==> src/rtl/dmx_ram.sv <==
module dmx_ram #(
    parameter int WIDTH = 8,
    parameter int DEPTH = 512
) (
    input  logic                                   clk,
    input  logic                                   we,
    input  logic [((DEPTH > 1) ? $clog2(DEPTH) : 1)-1:0] waddr,
    input  logic [WIDTH-1:0]                       wdata,
    input  logic [((DEPTH > 1) ? $clog2(DEPTH) : 1)-1:0] raddr,
    output logic [WIDTH-1:0]                       rdata
);

    logic [WIDTH-1:0] mem [DEPTH];

    // One write port and one registered read port.
    always_ff @(posedge clk)
    begin
        if (we)
        begin
            mem[waddr] <= wdata;
        end
        rdata <= mem[raddr];
    end

endmodule

==> config.mk <==
export PLATFORM = sky130hd
export DESIGN_NAME = dmx_ram
export DESIGN_NICKNAME = d
export VERILOG_FILES = /design/src/rtl/dmx_ram.sv
export SDC_FILE = /design/constraint.sdc
export NUM_CORES = 2
export LEC_CHECK = 0
export ABC_AREA = 1
export BUFFER_PORTS_ARGS = -buffer_cell sky130_fd_sc_hd__buf_2
export CAP_MARGIN = 20
export CORE_ASPECT_RATIO = 1.75
export CORE_MARGIN = 2
export CORE_UTILIZATION = 53
export CTS_CLUSTER_DIAMETER = 50
export DETAILED_ROUTE_END_ITERATION = 10
export PLACE_DENSITY = 0.66
export SYNTH_ARGS = -nofsm -noshare
export SYNTH_HDL_FRONTEND = slang
export SYNTH_SLANG_ARGS = --single-unit
==> constraint.sdc <==
create_clock -name clk -period 3.1 [get_ports clk]
set_input_delay 0.31 -clock clk [delete_from_list [all_inputs] [get_ports clk]]
set_output_delay 0.31 -clock clk [all_outputs]
set_load 0.01 [all_outputs]
==> parameters.txt <==
Parameter                              Value

Global routing
  Number of antenna violations at the first check in global routing    18
  Wire length of the first global-routing pass    about 720 mm
  Number of global-route vias before repair    111000
  Largest net degree at the start of global routing    105
  Total Routing Usage GR    30.2%
  Total grt overflow    0

Worst setup path
  CP Data Arrival Time    3590 ps
  Last element of the critical path    rdata[4]
  Kind of end point of the critical path    flop
  Critical Path Start    mem[103][4]
  Endpoint of the worst-slack reg-to-reg timing path    rdata[4]
  Worst reg2reg setup slack    310 ps
  Kind of critical path    reg -> reg
  Depth of the worst register-to-register path    10
  Largest driver fanout on the critical path    1
  Worst endpoint required time    just under 4000 ps
  Kind of launch point of the worst setup path    flop
  Worst r2r src    mem[103][4]

Layout
  Total number of nets in the final design    14300
  Filler instances    24100
  Layout-stage area growth over the synthesis result    12.7%
  Most frequent cells in the layout    sky130_fd_sc_hd__nand2_1 (4145), sky130_fd_sc_hd__edfxtp_1 (4096), sky130_fd_sc_hd__nand3_1 (4080)
  Commonest non-fill, non-tap cell in the layout    sky130_fd_sc_hd__nand2_1
  FF+latch area    0.123 sq mm
  Finished layout cell area    0.188 sq mm
  Area of the multi-input gates    0.0381 sq mm
  Fraction of layout instances using a drive strength above 1    10.3%

Detailed routing
  Number of DRC markers after the initial detailed-route iteration    12500
  Met1 wire length    168 mm
  Number of remaining DRC errors    0
  First-pass iteration count of the detailed router    6
  Wire length reported by the detailed router    491 mm
  Highest metal layer with signal wires    met5
  Vias after detailed routing    112000
  Routed WL per cell    26.3 um
  Metal3 WL    ~40 mm
  Remaining number of nets flagged by the antenna check after routing    0
  Detailed-routed wire length on met2    245 mm
  Detail-routed via count per cell    around 6

Die
  Vertical die dimension    746 um
  Standard-cell row count    272
  Starting utilization of the core area    53.2%
  Area of the die    0.319 sq mm
  Top-level port count    36
  Area of the core    0.313 sq mm
  Horizontal extent of the die    around 430 um

Timing
  Slew margin rel.    40.1%
  Clk_skew    74.2 ps
  Slew Limit Fails    0
  Final clock period utilization by the worst path    approximately nine tenths
  Total Neg Setup Slack    0 ps
  Max Clk Rate    359 MHz
  Unrepaired setup endpoints after global routing    false
  Final-layout worst hold slack    127 ps
  Shortest period the worst path allows    approximately 2800 ps
  Final hold viol count    0
  Final worst setup slack    313 ps
  Setup violations, final    0
  Slew at the pin with the worst max-slew slack    895 ps

Clocking
  TritonCTS clock tree    yes
  CTS Buf Count    between 300 and 400
  Clock tree buffer depth    4
  H-Tree Depth    5
  Number of sinks driven by the clock tree    roughly 4000
  Post-CTS Repair Setup Buffers    0
  Insertion delay to the later sink of the worst-skew pair    940 ps
  CTS clk-pin slew, worst paths    70 ps
  # resized after CTS    0
  Cell at the root of the clock tree    sky130_fd_sc_hd__clkbuf_16

Min path
  Worst min-delay path class    in -> reg
  Cell depth of the worst min-delay path    5

Placement
  Placer congestion estimate    0.947
  Number of port buffers    35
  Setup slack after placement    -420 ps
  Post-DP Area    0.176 sq mm
  Hpwl dp    309 mm

Synthesis
  Number of instances in the synthesized netlist    around 14000
  Mean post-synth cell area    12.0 sq um
  Sequential cell area fraction in the yosys report    73.9%
  Yosys reg bits    4104
  Distinct cell type count of the synthesized netlist    16
  Yosys warning count    0
  Summed instance area of the synthesized netlist    0.167 sq mm
  Post-Synthesis Net Count    13900

Run status
  Outcome    finished clean

Job
  Maximum capacitance violations    0

Pwr
  PwrDens    between 600 and 700 mW/mm^2
  Max rail drop VDD    around 540 uV
  Standby leakage power    0.0662 uW
-- flip-flops by register name, summed over array words and instances (netlist names) --
| signal | count |
|---|---|
| mem | 4096 |
| rdata | 8 |
-- per-stage QoR --
stage / power, uW / instances / utilization (%)
3_3_place_gp: 69900 / 18000 / 56.3
4_1_cts: 113000 / 18600 / 59.9
3_5_place_dp: 70000 / 18000 / 56.3
5_1_grt: 116000 / 18600 / 59.9
2_1_floorplan: 66100 / 13900 / -
6_report: 113000 / 18700 / 59.9
-- critical path, stage by stage (launching register included) --
cell and delay, ps:
sky130_fd_sc_hd__edfxtp_1 370, sky130_fd_sc_hd__nand2_1 80, sky130_fd_sc_hd__nand3_1 90, sky130_fd_sc_hd__nand3_1 100, sky130_fd_sc_hd__nand3_1 130, sky130_fd_sc_hd__nand3_1 300
sky130_fd_sc_hd__nand3_1 270, sky130_fd_sc_hd__nand3_1 300, sky130_fd_sc_hd__nand3_1 440, sky130_fd_sc_hd__nand3_1 500, sky130_fd_sc_hd__nand2_1 100
-- area by class of cell --
class                      count  share of cell area, %
antenna                       14                 0.0186
timing repair buffer         989                   5.29
clock inverter               202                   1.05
tap                         4110                   2.74
sequential                  4104                   65.6
inverter                      39                  0.107
clock buffer                 427                   4.94
multi-input combinational   8765                   20.3
-- metal layers --
metal | vias to the layer above | global-route usage (%)
met3 | 1369 | 4.31
li1 | 50100 | -
met4 | 6 | 20.4
met2 | 5768 | 51.7
met5 | - | 0
met1 | 55000 | 35.5
-- how the worst min path moves through the flow --
stage	from	endpoint	slack, ps
2_1_floorplan	wdata[0]	mem[0][0]	410
3_3_place_gp	wdata[6]	mem[465][6]	780
3_5_place_dp	wdata[7]	mem[393][7]	780
4_1_cts	raddr[7]	rdata[3]	50
5_1_grt	raddr[7]	rdata[4]	120
6_report	raddr[7]	rdata[3]	130
-- power by group --
part,switching (uW),leakage (uW),internal (uW),total (uW)
combinational,5680,0.0239,2090,7770
sequential,62.8,0.0369,61100,61100
clock,19800,0.00546,24400,44100
-- repair_timing --
item | 4_1_cts | 5_1_grt
endpoints found under the setup margin | 0 | 0
hold buffers | 9 | 0
hold endpoints to repair | 330 | 0
-- cells in the mapped netlist, drive strengths merged --
master / n / area share (%)
dfxtp: 8 / 0.096
nor3: 11 / 0.033
nand3: 4080 / 12
nand2: 4160 / 9.4
buf: 799 / 2.8
inv: 39 / 0.091
nor2: 514 / 1.2
edfxtp: 4096 / 74
clkbuf: 184 / 0.41
-- kinds of logic after synthesis --
logic type | Yosys count | share of synthesized area, %
and+or+nand+nor | 8765 | 22.8
buffers and inverters | 1022 | 3.33
DFF | 4104 | 73.9
Note: power is estimated with default switching activity, not from simulation.
