`src/rtl/dmx_pkg.sv`:
```
package dmx_pkg;

    // Frame store geometry: start code plus up to 512 slots.
    localparam int STORE_DEPTH = 513;
    localparam int LEN_W       = 10;

    // Field widths fixed by the interface.
    localparam int BYTE_W      = 8;
    localparam int CNT_W       = 32;
    localparam int CFG_IDX_W   = 2;
    localparam int CFG_DATA_W  = 10;
    localparam int ADDR_W      = 10;
    localparam int OUT_LATCHED = 6;
    localparam int CH_IDX_W    = 5;

    localparam logic [BYTE_W-1:0] DMX_START_CODE = 8'h00;
    localparam logic [BYTE_W-1:0] IDLE_SAT       = 8'd255;
    localparam logic [BYTE_W-1:0] STABLE_MAX     = 8'd255;
    localparam logic [BYTE_W-1:0] LATCH_THRESH   = 8'd2;
    localparam logic [LEN_W-1:0]  STORE_FULL     = 10'd513;

    // Configuration register indexes.
    localparam logic [CFG_IDX_W-1:0] REG_START_ADDRESS = 2'd0;
    localparam logic [CFG_IDX_W-1:0] REG_IDLE_LIMIT    = 2'd1;

    localparam logic [ADDR_W-1:0] START_ADDRESS_RST = 10'd2;
    localparam logic [BYTE_W-1:0] IDLE_LIMIT_RST    = 8'd4;

    typedef enum logic [1:0] {
        MODE_BYTE     = 2'd0,
        MODE_BREAK    = 2'd1,
        MODE_TICK     = 2'd2,
        MODE_OVERFLOW = 2'd3
    } dmx_mode_t;

    typedef enum logic [1:0] {
        ST_NONE     = 2'd0,
        ST_APPLIED  = 2'd1,
        ST_DROPPED  = 2'd2,
        ST_OVF_CLR  = 2'd3
    } dmx_status_t;

    // One channel sample handed from the sequencer to the channel tracker.
    typedef struct packed {
        logic                valid;
        logic [CH_IDX_W-1:0] index;
        logic [BYTE_W-1:0]   value;
    } dmx_ch_upd_t;

endpackage

```
`src/rtl/dmx_chan.sv`:
```
module dmx_chan
    import dmx_pkg::*;
#(
    parameter int CHANNELS = 6
) (
    input  logic                             clk,
    input  logic                             rst_n,
    input  dmx_ch_upd_t                      upd,
    output logic [CHANNELS-1:0][BYTE_W-1:0]  latched
);

    logic [CHANNELS-1:0][BYTE_W-1:0] prev_raw_reg, prev_raw_next;
    logic [CHANNELS-1:0][BYTE_W-1:0] stable_reg, stable_next;
    logic [CHANNELS-1:0][BYTE_W-1:0] latched_reg, latched_next;
    logic [BYTE_W-1:0]               prev_sel;
    logic [BYTE_W-1:0]               stable_sel;
    logic [BYTE_W-1:0]               stable_new;
    logic                            same;

    // Select the addressed channel for the shared compare.
    always_comb
    begin
        prev_sel   = '0;
        stable_sel = '0;
        for (int i = 0; i < CHANNELS; i++)
        begin
            if (upd.index == CH_IDX_W'(i))
            begin
                prev_sel   = prev_raw_reg[i];
                stable_sel = stable_reg[i];
            end
        end
    end

    // Shared compare and saturating stability count.
    always_comb
    begin
        same = (upd.value == prev_sel);
        if (!same)
        begin
            stable_new = 8'd1;
        end
        else if (stable_sel < STABLE_MAX)
        begin
            stable_new = stable_sel + 8'd1;
        end
        else
        begin
            stable_new = stable_sel;
        end
    end

    // Write back into the addressed channel only.
    always_comb
    begin
        prev_raw_next = prev_raw_reg;
        stable_next   = stable_reg;
        latched_next  = latched_reg;
        for (int i = 0; i < CHANNELS; i++)
        begin
            if (upd.valid && upd.index == CH_IDX_W'(i))
            begin
                prev_raw_next[i] = upd.value;
                stable_next[i]   = stable_new;
                if (stable_new >= LATCH_THRESH)
                begin
                    latched_next[i] = upd.value;
                end
            end
        end
    end

    always_ff @(posedge clk or negedge rst_n)
    begin
        if (!rst_n)
        begin
            prev_raw_reg <= '0;
            stable_reg   <= '0;
            latched_reg  <= '0;
        end
        else
        begin
            prev_raw_reg <= prev_raw_next;
            stable_reg   <= stable_next;
            latched_reg  <= latched_next;
        end
    end

    assign latched = latched_reg;

endmodule

```
`config.mk`:
```
export PLATFORM = sky130hd
export DESIGN_NAME = dmx_chan
export DESIGN_NICKNAME = d
export VERILOG_FILES = /design/src/rtl/dmx_pkg.sv /design/src/rtl/dmx_chan.sv
export SDC_FILE = /design/constraint.sdc
export NUM_CORES = 1
export LEC_CHECK = 0
export BUFFER_PORTS_ARGS = -buffer_cell sky130_fd_sc_hd__clkbuf_2
export CORE_MARGIN = 1.5
export CORE_UTILIZATION = 32
export CTS_CLUSTER_SIZE = 10
export DETAILED_ROUTE_END_ITERATION = 16
export GPL_ROUTABILITY_DRIVEN = 0
export GPL_TIMING_DRIVEN = 0
export PLACE_DENSITY_LB_ADDON = 0.15
export SLEW_MARGIN = 20
export SYNTH_ARGS = -nofsm -noshare
export SYNTH_HDL_FRONTEND = slang
export SYNTH_SLANG_ARGS = --single-unit
```
`constraint.sdc`:
```
create_clock -name clk -period 3.9 [get_ports clk]
set_input_delay 0.195 -clock clk [delete_from_list [all_inputs] [get_ports clk]]
set_output_delay 0.195 -clock clk [all_outputs]
set_load 0.01 [all_outputs]
```
==> impl_metrics.env, run 1 <==
export IMPL_grt_pass1_wl_um=31600
export IMPL_overflow=0
export IMPL_required_ps=4220
export IMPL_cp_arrival_ps=4000
export IMPL_ys_ff_latch=144
export IMPL_cts_sinks=144
export IMPL_grt_max_degree=75
export IMPL_routedWlPerCell_um=20.7
export IMPL_drc=0
export IMPL_wl_um=20000
export IMPL_drv_cap=0
export IMPL_synth_area_per_cell_sq_um=12.1
export IMPL_cp_num_buf_inv=2
export IMPL_route_met3_wl_um=926
export IMPL_final_core_util=0.388
export IMPL_ir_drop_mv=0.252
export IMPL_p_leak_nw=4.10
export IMPL_wl_met1_um=9770
export IMPL_critical_path_slowest_cell="or4_1"
export IMPL_seq_area_frac_synth=0.501
export IMPL_cp_end_kind="register"
export IMPL_drt_first_iter_violations=286
export IMPL_postCtsSetupBuffers=0
export IMPL_clock_fmax_ghz=0.272
export IMPL_rsz0062_at_grt="false"
export IMPL_finalNetCount=693
export IMPL_core_area_sq_um=22000
export IMPL_finalCriticalPeriod_ps=3680
export IMPL_clock_latency_ps=440
export IMPL_die_width_um=153
export IMPL_setup_viol=0
export IMPL_power_density_nw_per_um2=430
export IMPL_yosysMostFrequentCell="dfrtp_1"
export IMPL_synthTopCellsByCount="144 x dfrtp_1, 91 x mux2_2, 75 x nand2_1, 32 x mux2_4, 24 x o21ai_0"
export IMPL_post_place_ws_ps=-80.6
export IMPL_cts_tree="done"
export IMPL_outcome="finished clean"
export IMPL_synth_area_leaders="dfrtp_1 50%, mux2_2 14%, mux2_4 6.7%"
export IMPL_cts_made_buffers=17
export IMPL_yosysUniqueCellTypes=73
export IMPL_path_max_fanout=8
export IMPL_hp_class="input pin to register"
export IMPL_fp_dieH_um=153
export IMPL_io_buffer_count=61
export IMPL_synth_edf_count=0
export IMPL_synth_top_area_frac=0.501
export IMPL_vias=4990
export IMPL_crit_type="register to register"
export IMPL_crit_family="simple AND/OR/NAND/NOR gates"
export IMPL_dpl_hpwl_um=13400
export IMPL_grtUsageTotal=0.180
export IMPL_drt_antenna_violating_nets=0
export IMPL_fill_cells=2095
export IMPL_yosysWarnings=0
export IMPL_viasPerCell=5.15
export IMPL_design_die_area_sq_um=23400
export IMPL_layout_setup_ws_ps=225
export IMPL_slew_headroom=0.413
export IMPL_wl_met2_um=9120
export IMPL_tightestPinTransition_ps=880
export IMPL_drv_slew=0
export IMPL_yosys_area_top_type="dfrtp_1"
export IMPL_grt_pass1_vias=5254
export IMPL_syn_inst=594
export IMPL_rows=54
export IMPL_ys_dominant_reg_cell="dfrtp_1"
export IMPL_drive_gt1_frac=0.386
export IMPL_slowest_delay_ps=540
export IMPL_start_util=0.328
export IMPL_cts_htree_levels=4
export IMPL_dr_pass1_iters=7
export IMPL_antenna_found_initial=0
export IMPL_cts_root_buf="clkbuf_16"
export IMPL_syn_area_sq_um=7190
export IMPL_synthArstFlopShare=1.00
export IMPL_period_share=0.942
export IMPL_crit_path_frequent_cell="a31oi_1"
export IMPL_highest_layer="met4"
export IMPL_cts_clk_slew_worst_paths_ps=70
export IMPL_tns_ps=0
export IMPL_syn_nets=611
export IMPL_ios=64
export IMPL_hold_slack_ps=70.0
export IMPL_area_growth_synth_to_final_pct=18.3
export IMPL_cts_buffer_depth=2
export IMPL_crit_path_cell_trace="or4bb_1 -> a21oi_1 -> o22a_1 -> nor2_1 -> ha_1 -> a21boi_2 -> a31oi_1 -> a31oi_1 -> or4_1 -> buf_4 -> or3b_1 -> buf_6 -> mux2_4"
export IMPL_finalHoldViolations=0
export IMPL_fin_skew_ps=14.8
export IMPL_start_kind="register"
export IMPL_n_antenna_cell=0
## worst reg2reg max path: stages (launching register included)
cell      delay (ps)
dfrtp_1          380
or4bb_1          490
a21oi_1          170
o22a_1           230
nor2_1           100
ha_1             220
a21boi_2         200
a31oi_1          290
a31oi_1           80
or4_1            540
buf_4            190
or3b_1           190
buf_6            180
mux2_4           320
## layer usage
layer | vias up | GRT usage
li1 | 2293 | -
met1 | 2562 | 0.252
met2 | 118 | 0.279
met3 | 17 | 0.0411
met4 | 0 | 0.0518
met5 | - | 0
## path summary, 6_finish.rpt
path                           startpoint          endpoint  slack [ps]  cells after the start
max                        stable_reg[24]       latched[22]         220                     13
min                                upd[4]       latched[36]          70                      2
max reg2reg                stable_reg[24]       latched[22]         220                     13
min reg2reg                stable_reg[27]    stable_reg[27]         470                      2
max in group asynchronous           rst_n  prev_raw_reg[36]        2780                      3
min in group asynchronous           rst_n    stable_reg[20]         320                      2
## metrics by stage
stage / std cells / total power, mW / area, sq um
floorplan: 594 / 1.89 / 7190
global placement: 935 / 2.01 / 7850
detailed placement: 936 / 2.03 / 7890
CTS: 969 / 3.70 / 8510
global route: 969 / 3.82 / 8510
finish: 969 / 3.66 / 8510
## layout make-up
cell class | count | area, sq um | share of cell area
Timing Repair Buffer | 63 | 352 | 0.0413
Buffer | 42 | 253 | 0.0297
Multi-Input combinational cell | 403 | 3320 | 0.390
Inverter | 5 | 18.8 | 0.00221
Tap cell | 280 | 350 | 0.0412
Clock inverter | 15 | 189 | 0.0222
Clock buffer | 17 | 425 | 0.0500
Sequential cell | 144 | 3600 | 0.423
## where the power goes
part / total [mW] / internal [mW] / leakage [nW] / switching (mW)
logic: 0.341 / 0.149 / 1.85 / 0.191
registers: 1.66 / 1.60 / 1.95 / 0.0545
clock network: 1.66 / 0.871 / 0.298 / 0.794
## timing repair
action	CTS	global route
resized for setup	0	0
endpoints found under the hold margin	70	0
setup endpoints to repair	0	0
hold buffers	1	0
## layout by cell type (no fill, tap or decap), types with 6 or more instances in the layout
master / instances
mux2_2: 91
mux2i_1: 22
clkbuf_1: 17
buf_6: 8
nor2_1: 19
nand2_1: 75
clkbuf_2: 60
clkbuf_16: 17
a21oi_1: 15
nor3_1: 7
clkinv_8: 6
o221ai_1: 6
nor2b_1: 15
o21ai_0: 24
nand3_1: 7
dfrtp_1: 144
buf_2: 10
mux2_4: 32
buf_4: 6
## kinds of logic (layout without fill, tap and decap cells)
family                     Yosys count  count (layout)  synth area share
DFF                                144             144             0.501
muxes                              146             146             0.241
AOI/OAI and AO/OA                   84              84            0.0930
and+or+nand+nor                    167             167             0.119
xor gates and xnor gates             5               5           0.00609
buffers and inverters               47             142            0.0377
adders and majority gates            1               1           0.00174
Note: power is estimated with default switching activity, not from simulation.
==> run 2: changes to the inputs <==
--- a/config.mk
+++ b/config.mk
@@ -11,7 +11,6 @@
 export CTS_CLUSTER_SIZE = 10
 export DETAILED_ROUTE_END_ITERATION = 16
 export GPL_ROUTABILITY_DRIVEN = 0
-export GPL_TIMING_DRIVEN = 0
 export PLACE_DENSITY_LB_ADDON = 0.15
 export SLEW_MARGIN = 20
 export SYNTH_ARGS = -nofsm -noshare
==> run 2 against run 1 <==
Against the previous run: the run now ends with DRC left; first-iteration DRC count shrank 21%; hold slack gained 130 ps; worst setup slack gained 73 ps; critical path type unchanged; critical endpoint is now latched[6]; largest cell class unchanged; highest routed layer unchanged.
==> impl_metrics.env, run 2 (synthesis results as in run 1) <==
export IMPL_finalNetCount=690
export IMPL_grt_pass1_vias=5241
export IMPL_vias=4966
export IMPL_outcome="complete, but fails checks"
export IMPL_finalCriticalPeriod_ps=3600
export IMPL_start_kind="register"
export IMPL_rsz0062_at_grt="false"
export IMPL_finalHoldViolations=0
export IMPL_required_ps=4220
export IMPL_cts_htree_levels=4
export IMPL_core_area_sq_um=22000
export IMPL_rows=54
export IMPL_cts_made_buffers=17
export IMPL_drc=3
export IMPL_crit_family="simple AND/OR/NAND/NOR gates"
export IMPL_ir_drop_mv=0.221
export IMPL_slowest_delay_ps=710
export IMPL_power_density_nw_per_um2=428
export IMPL_tightestPinTransition_ps=915
export IMPL_fp_dieH_um=153
export IMPL_cts_tree="done"
export IMPL_slew_headroom=0.390
export IMPL_cp_end_kind="register"
export IMPL_setup_viol=0
export IMPL_cp_arrival_ps=3930
export IMPL_p_leak_nw=4.16
export IMPL_drt_first_iter_violations=226
export IMPL_hold_slack_ps=197
export IMPL_cts_root_buf="clkbuf_16"
export IMPL_crit_type="register to register"
export IMPL_cts_clk_slew_worst_paths_ps=80
export IMPL_layout_common_cells="144 x dfrtp_1, 91 x mux2_2, 75 x nand2_1"
export IMPL_period_share=0.924
export IMPL_area_growth_synth_to_final_pct=19.3
export IMPL_critical_path_slowest_cell="or4_1"
export IMPL_cts_resized=0
export IMPL_cts_sinks=144
export IMPL_wl_um=19600
export IMPL_n_antenna_cell=0
export IMPL_hp_class="input pin to register"
export IMPL_design_die_area_sq_um=23400
export IMPL_die_width_um=153
export IMPL_clock_latency_ps=430
export IMPL_dr_pass1_iters=11
export IMPL_final_common_cell="dfrtp_1"
export IMPL_grt_max_degree=94
export IMPL_drv_cap=0
export IMPL_io_buffer_count=63
export IMPL_antenna_found_initial=0
export IMPL_tns_ps=0
export IMPL_drive_gt1_frac=0.411
export IMPL_grt_pass1_wl_um=31200
export IMPL_ios=64
export IMPL_viasPerCell=5.14
export IMPL_cts_buffer_depth=2
export IMPL_path_max_fanout=8
export IMPL_grtUsageTotal=0.175
export IMPL_clock_fmax_ghz=0.278
export IMPL_crit_path_cell_trace="or4bb_1 -> a21oi_1 -> o22a_1 -> nor2_1 -> ha_1 -> a21boi_2 -> a21boi_1 -> a31oi_1 -> or4_1 -> or3b_1 -> buf_12 -> mux2_4"
export IMPL_drv_slew=0
export IMPL_start_util=0.328
export IMPL_dpl_hpwl_um=13300
export IMPL_cp_num_buf_inv=1
export IMPL_routedWlPerCell_um=20.3
export IMPL_fin_skew_ps=16.6
export IMPL_overflow=0
export IMPL_drt_antenna_violating_nets=0
export IMPL_violations="DRC"
## run 2: final cells by class
class,instances,area (sq um)
multi-input cells,403,3320
inverters,5,18.8
well taps,280,350
clock buffers,17,425
clock inverters,15,209
fillers,2102,13400
repair buffers,102,654
flip-flops and latches,144,3600
## run 2: through the flow
step / util / cells / instance area [sq um] / worst slack (ps) / total power, mW
global route: 0.391 / 966 / 8590 / 165 / 3.83
CTS: 0.391 / 966 / 8590 / 300 / 3.72
detailed placement: 0.362 / 933 / 7940 / 135 / 2.02
floorplan: - / 594 / 7190 / 541 / 1.89
global placement: 0.362 / 933 / 7940 / 162 / 2.01
finish: 0.391 / 966 / 8590 / 297 / 3.67
## run 2: per-layer routing
metal | global-route usage | share of wire | vias to the layer above
li1 | - | - | 2283
met1 | 0.251 | 0.49 | 2557
met2 | 0.264 | 0.45 | 110
met3 | 0.0380 | 0.042 | 16
met4 | 0.0518 | 0.012 | 0
met5 | 0 | 0 | -
## run 2: repair_timing
action / in CTS / in global routing
setup buffers: 0 / 0
hold buffers: 1 / 0
hold endpoints to repair: 91 / 0
## run 2: final timing paths
| path | startpoint | to | slack (ps) | cells past startpoint |
|---|---|---|---|---|
| max in group asynchronous | rst_n | prev_raw_reg[44] | 2500 | 3 |
| min in group asynchronous | rst_n | stable_reg[25] | 400 | 2 |
| worst min register to register | stable_reg[30] | stable_reg[30] | 470 | 2 |
| worst max register to register | stable_reg[24] | latched[6] | 300 | 12 |
| worst max-delay path | stable_reg[24] | latched[6] | 300 | 12 |
| worst min-delay path | upd[0] | prev_raw_reg[24] | 200 | 3 |
## run 2: worst register-to-register path, stage by stage, from the launching register on
cell and delay [ps]:
dfrtp_1 380, or4bb_1 470, a21oi_1 160, o22a_1 220, nor2_1 100, ha_1 200
a21boi_2 200, a21boi_1 180, a31oi_1 130, or4_1 710, or3b_1 300, buf_12 150
mux2_4 300
## run 2: power breakdown
group	internal, mW	switching, mW	leakage (nW)	total (mW)
clock	0.885	0.797	0.305	1.68
combinational	0.146	0.185	1.91	0.331
sequential	1.60	0.0564	1.95	1.66
==> run 3: changes to the inputs <==
--- a/config.mk
+++ b/config.mk
@@ -6,12 +6,15 @@
 export NUM_CORES = 1
 export LEC_CHECK = 0
 export BUFFER_PORTS_ARGS = -buffer_cell sky130_fd_sc_hd__clkbuf_2
+export CELL_PAD_IN_SITES_DETAIL_PLACEMENT = 0
+export CELL_PAD_IN_SITES_GLOBAL_PLACEMENT = 1
 export CORE_MARGIN = 1.5
 export CORE_UTILIZATION = 32
 export CTS_CLUSTER_SIZE = 10
 export DETAILED_ROUTE_END_ITERATION = 16
 export GPL_ROUTABILITY_DRIVEN = 0
 export PLACE_DENSITY_LB_ADDON = 0.15
+export RECOVER_POWER = 50
 export SLEW_MARGIN = 20
 export SYNTH_ARGS = -nofsm -noshare
 export SYNTH_HDL_FRONTEND = slang
==> constraint.sdc (replaced) <==
create_clock -name clk -period 4.1 [get_ports clk]
set_input_delay 0.205 -clock clk [delete_from_list [all_inputs] [get_ports clk]]
set_output_delay 0.205 -clock clk [all_outputs]
set_load 0.01 [all_outputs]
==> run 3 against run 2 <==
Against the previous run: the flow finishes with violations (capacitance limit, slew limit); combinational power fell by 6.3%; flip-flop and latch count unchanged; sequential share of layout area grew 1.1 points.
==> impl_metrics.env, run 3 (synthesis results as in run 1) <==
export IMPL_path_max_fanout=8
export IMPL_layout_setup_ws_ps=518
export IMPL_cts_root_buf="clkbuf_16"
export IMPL_io_buffer_count=63
export IMPL_tightestPinTransition_ps=2890
export IMPL_setup_viol=0
export IMPL_final_common_cell="dfrtp_1"
export IMPL_finalCriticalPeriod_ps=3580
export IMPL_area_growth_synth_to_final_pct=16.4
export IMPL_grt_pass1_vias=5132
export IMPL_overflow=0
export IMPL_rows=54
export IMPL_tns_ps=0
export IMPL_ios=64
export IMPL_power_density_nw_per_um2=414
export IMPL_cts_tree="done"
export IMPL_cp_end_kind="register"
export IMPL_grt_pass1_wl_um=30800
export IMPL_cts_sinks=144
export IMPL_finalHoldViolations=0
export IMPL_period_share=0.874
export IMPL_start_kind="register"
export IMPL_cts_buffer_depth=2
export IMPL_dr_pass1_iters=6
export IMPL_wl_um=19400
export IMPL_cts_clk_slew_worst_paths_ps=70
export IMPL_core_area_sq_um=22000
export IMPL_n_antenna_cell=0
export IMPL_p_leak_nw=3.91
export IMPL_clock_fmax_ghz=0.279
export IMPL_start_util=0.328
export IMPL_vias=4805
export IMPL_drv_cap=1
export IMPL_finalNetCount=679
export IMPL_grtUsageTotal=0.176
export IMPL_required_ps=4400
export IMPL_crit_type="register to register"
export IMPL_viasPerCell=5.03
export IMPL_drt_antenna_violating_nets=0
export IMPL_fp_dieH_um=153
export IMPL_post_place_ws_ps=288
export IMPL_antenna_found_initial=0
export IMPL_drv_slew=60
export IMPL_dpl_hpwl_um=13200
export IMPL_drive_gt1_frac=0.329
export IMPL_hp_class="input pin to register"
export IMPL_die_width_um=153
export IMPL_clock_latency_ps=420
export IMPL_cts_made_buffers=17
export IMPL_drc=0
export IMPL_outcome="complete, but fails checks"
export IMPL_postCtsSetupBuffers=0
export IMPL_cp_arrival_ps=3890
export IMPL_hold_slack_ps=212
export IMPL_final_core_util=0.381
export IMPL_cts_htree_levels=4
export IMPL_design_die_area_sq_um=23400
export IMPL_rsz0062_at_grt="false"
export IMPL_drt_first_iter_violations=241
export IMPL_violations="capacitance limit, slew limit"
export IMPL_grt_max_degree=60
export IMPL_fin_skew_ps=10.9
export IMPL_slew_headroom=-0.928
export IMPL_layout_common_cells="144 x dfrtp_1, 91 x mux2_2, 75 x nand2_1"
export IMPL_ir_drop_mv=0.198
export IMPL_routedWlPerCell_um=20.3
==> run 3: cell count changes in the layout (fill, tap and decap cells not counted), sizes merged <==
cell           previous run  this run
clkinvlp                  0         1
bufinv                    0         1
clkinv                    8         4
buf                      39        27
inv                      12        14
clkdlybuf4s25             0         1
==> run 3: critical path, stage by stage, from the launching register on <==
cell and delay, ps:
dfrtp_1 390, or4bb_1 500, a21oi_1 160, o22a_1 220, nor2_1 90, ha_1 190
a21boi_2 200, a31oi_1 270, a31oi_1 70, or4_1 630, or3b_1 230, buf_4 200
mux2_4 310
==> run 3: path summary, 6_finish.rpt <==
path / start / end / slack (ps) / cells after the start
worst min-delay path: upd[7] / prev_raw_reg[31] / 210 / 3
max in group asynchronous: rst_n / prev_raw_reg[34] / 850 / 3
worst min register to register: prev_raw_reg[30] / prev_raw_reg[30] / 480 / 2
worst max-delay path: stable_reg[24] / latched[17] / 520 / 12
min in group asynchronous: rst_n / stable_reg[22] / 1450 / 2
worst max register to register: stable_reg[24] / latched[17] / 520 / 12
==> run 3: where the power goes <==
group          leakage (nW)  internal (mW)  switching (mW)
Sequential             1.95           1.53          0.0558
Combinational          1.67          0.135           0.175
Clock                 0.293          0.872           0.705
==> run 3: what timing repair did <==
action,in CTS,in global routing
setup endpoints to repair,0,0
endpoints found under the hold margin,57,0
gates resized for setup,0,0
hold buffers,1,0
==> run 3: routing by layer <==
layer  GRT usage  wire length, um  vias to the layer above
met5           0                0                        -
met1       0.245             9600                     2441
met3      0.0391              648                       14
met2       0.279             8970                       97
met4      0.0439              201                        0
li1            -                -                     2253
==> run 3: area by class of cell <==
cell class,instances,area [sq um]
Clock inverter,15,170
Timing Repair Buffer,91,473
Inverter,5,18.8
Fill cell,2130,13600
Multi-Input combinational cell,403,3330
Tap cell,280,350
Sequential cell,144,3600
Clock buffer,17,425
==> run 3: stage by stage <==
step | std cells | cell area [sq um] | total power [mW]
finish | 955 | 8370 | 3.47
global route | 955 | 8370 | 3.64
CTS | 955 | 8430 | 3.52
detailed placement | 922 | 7830 | 1.92
global placement | 922 | 7830 | 1.92
floorplan | 594 | 7190 | 1.80
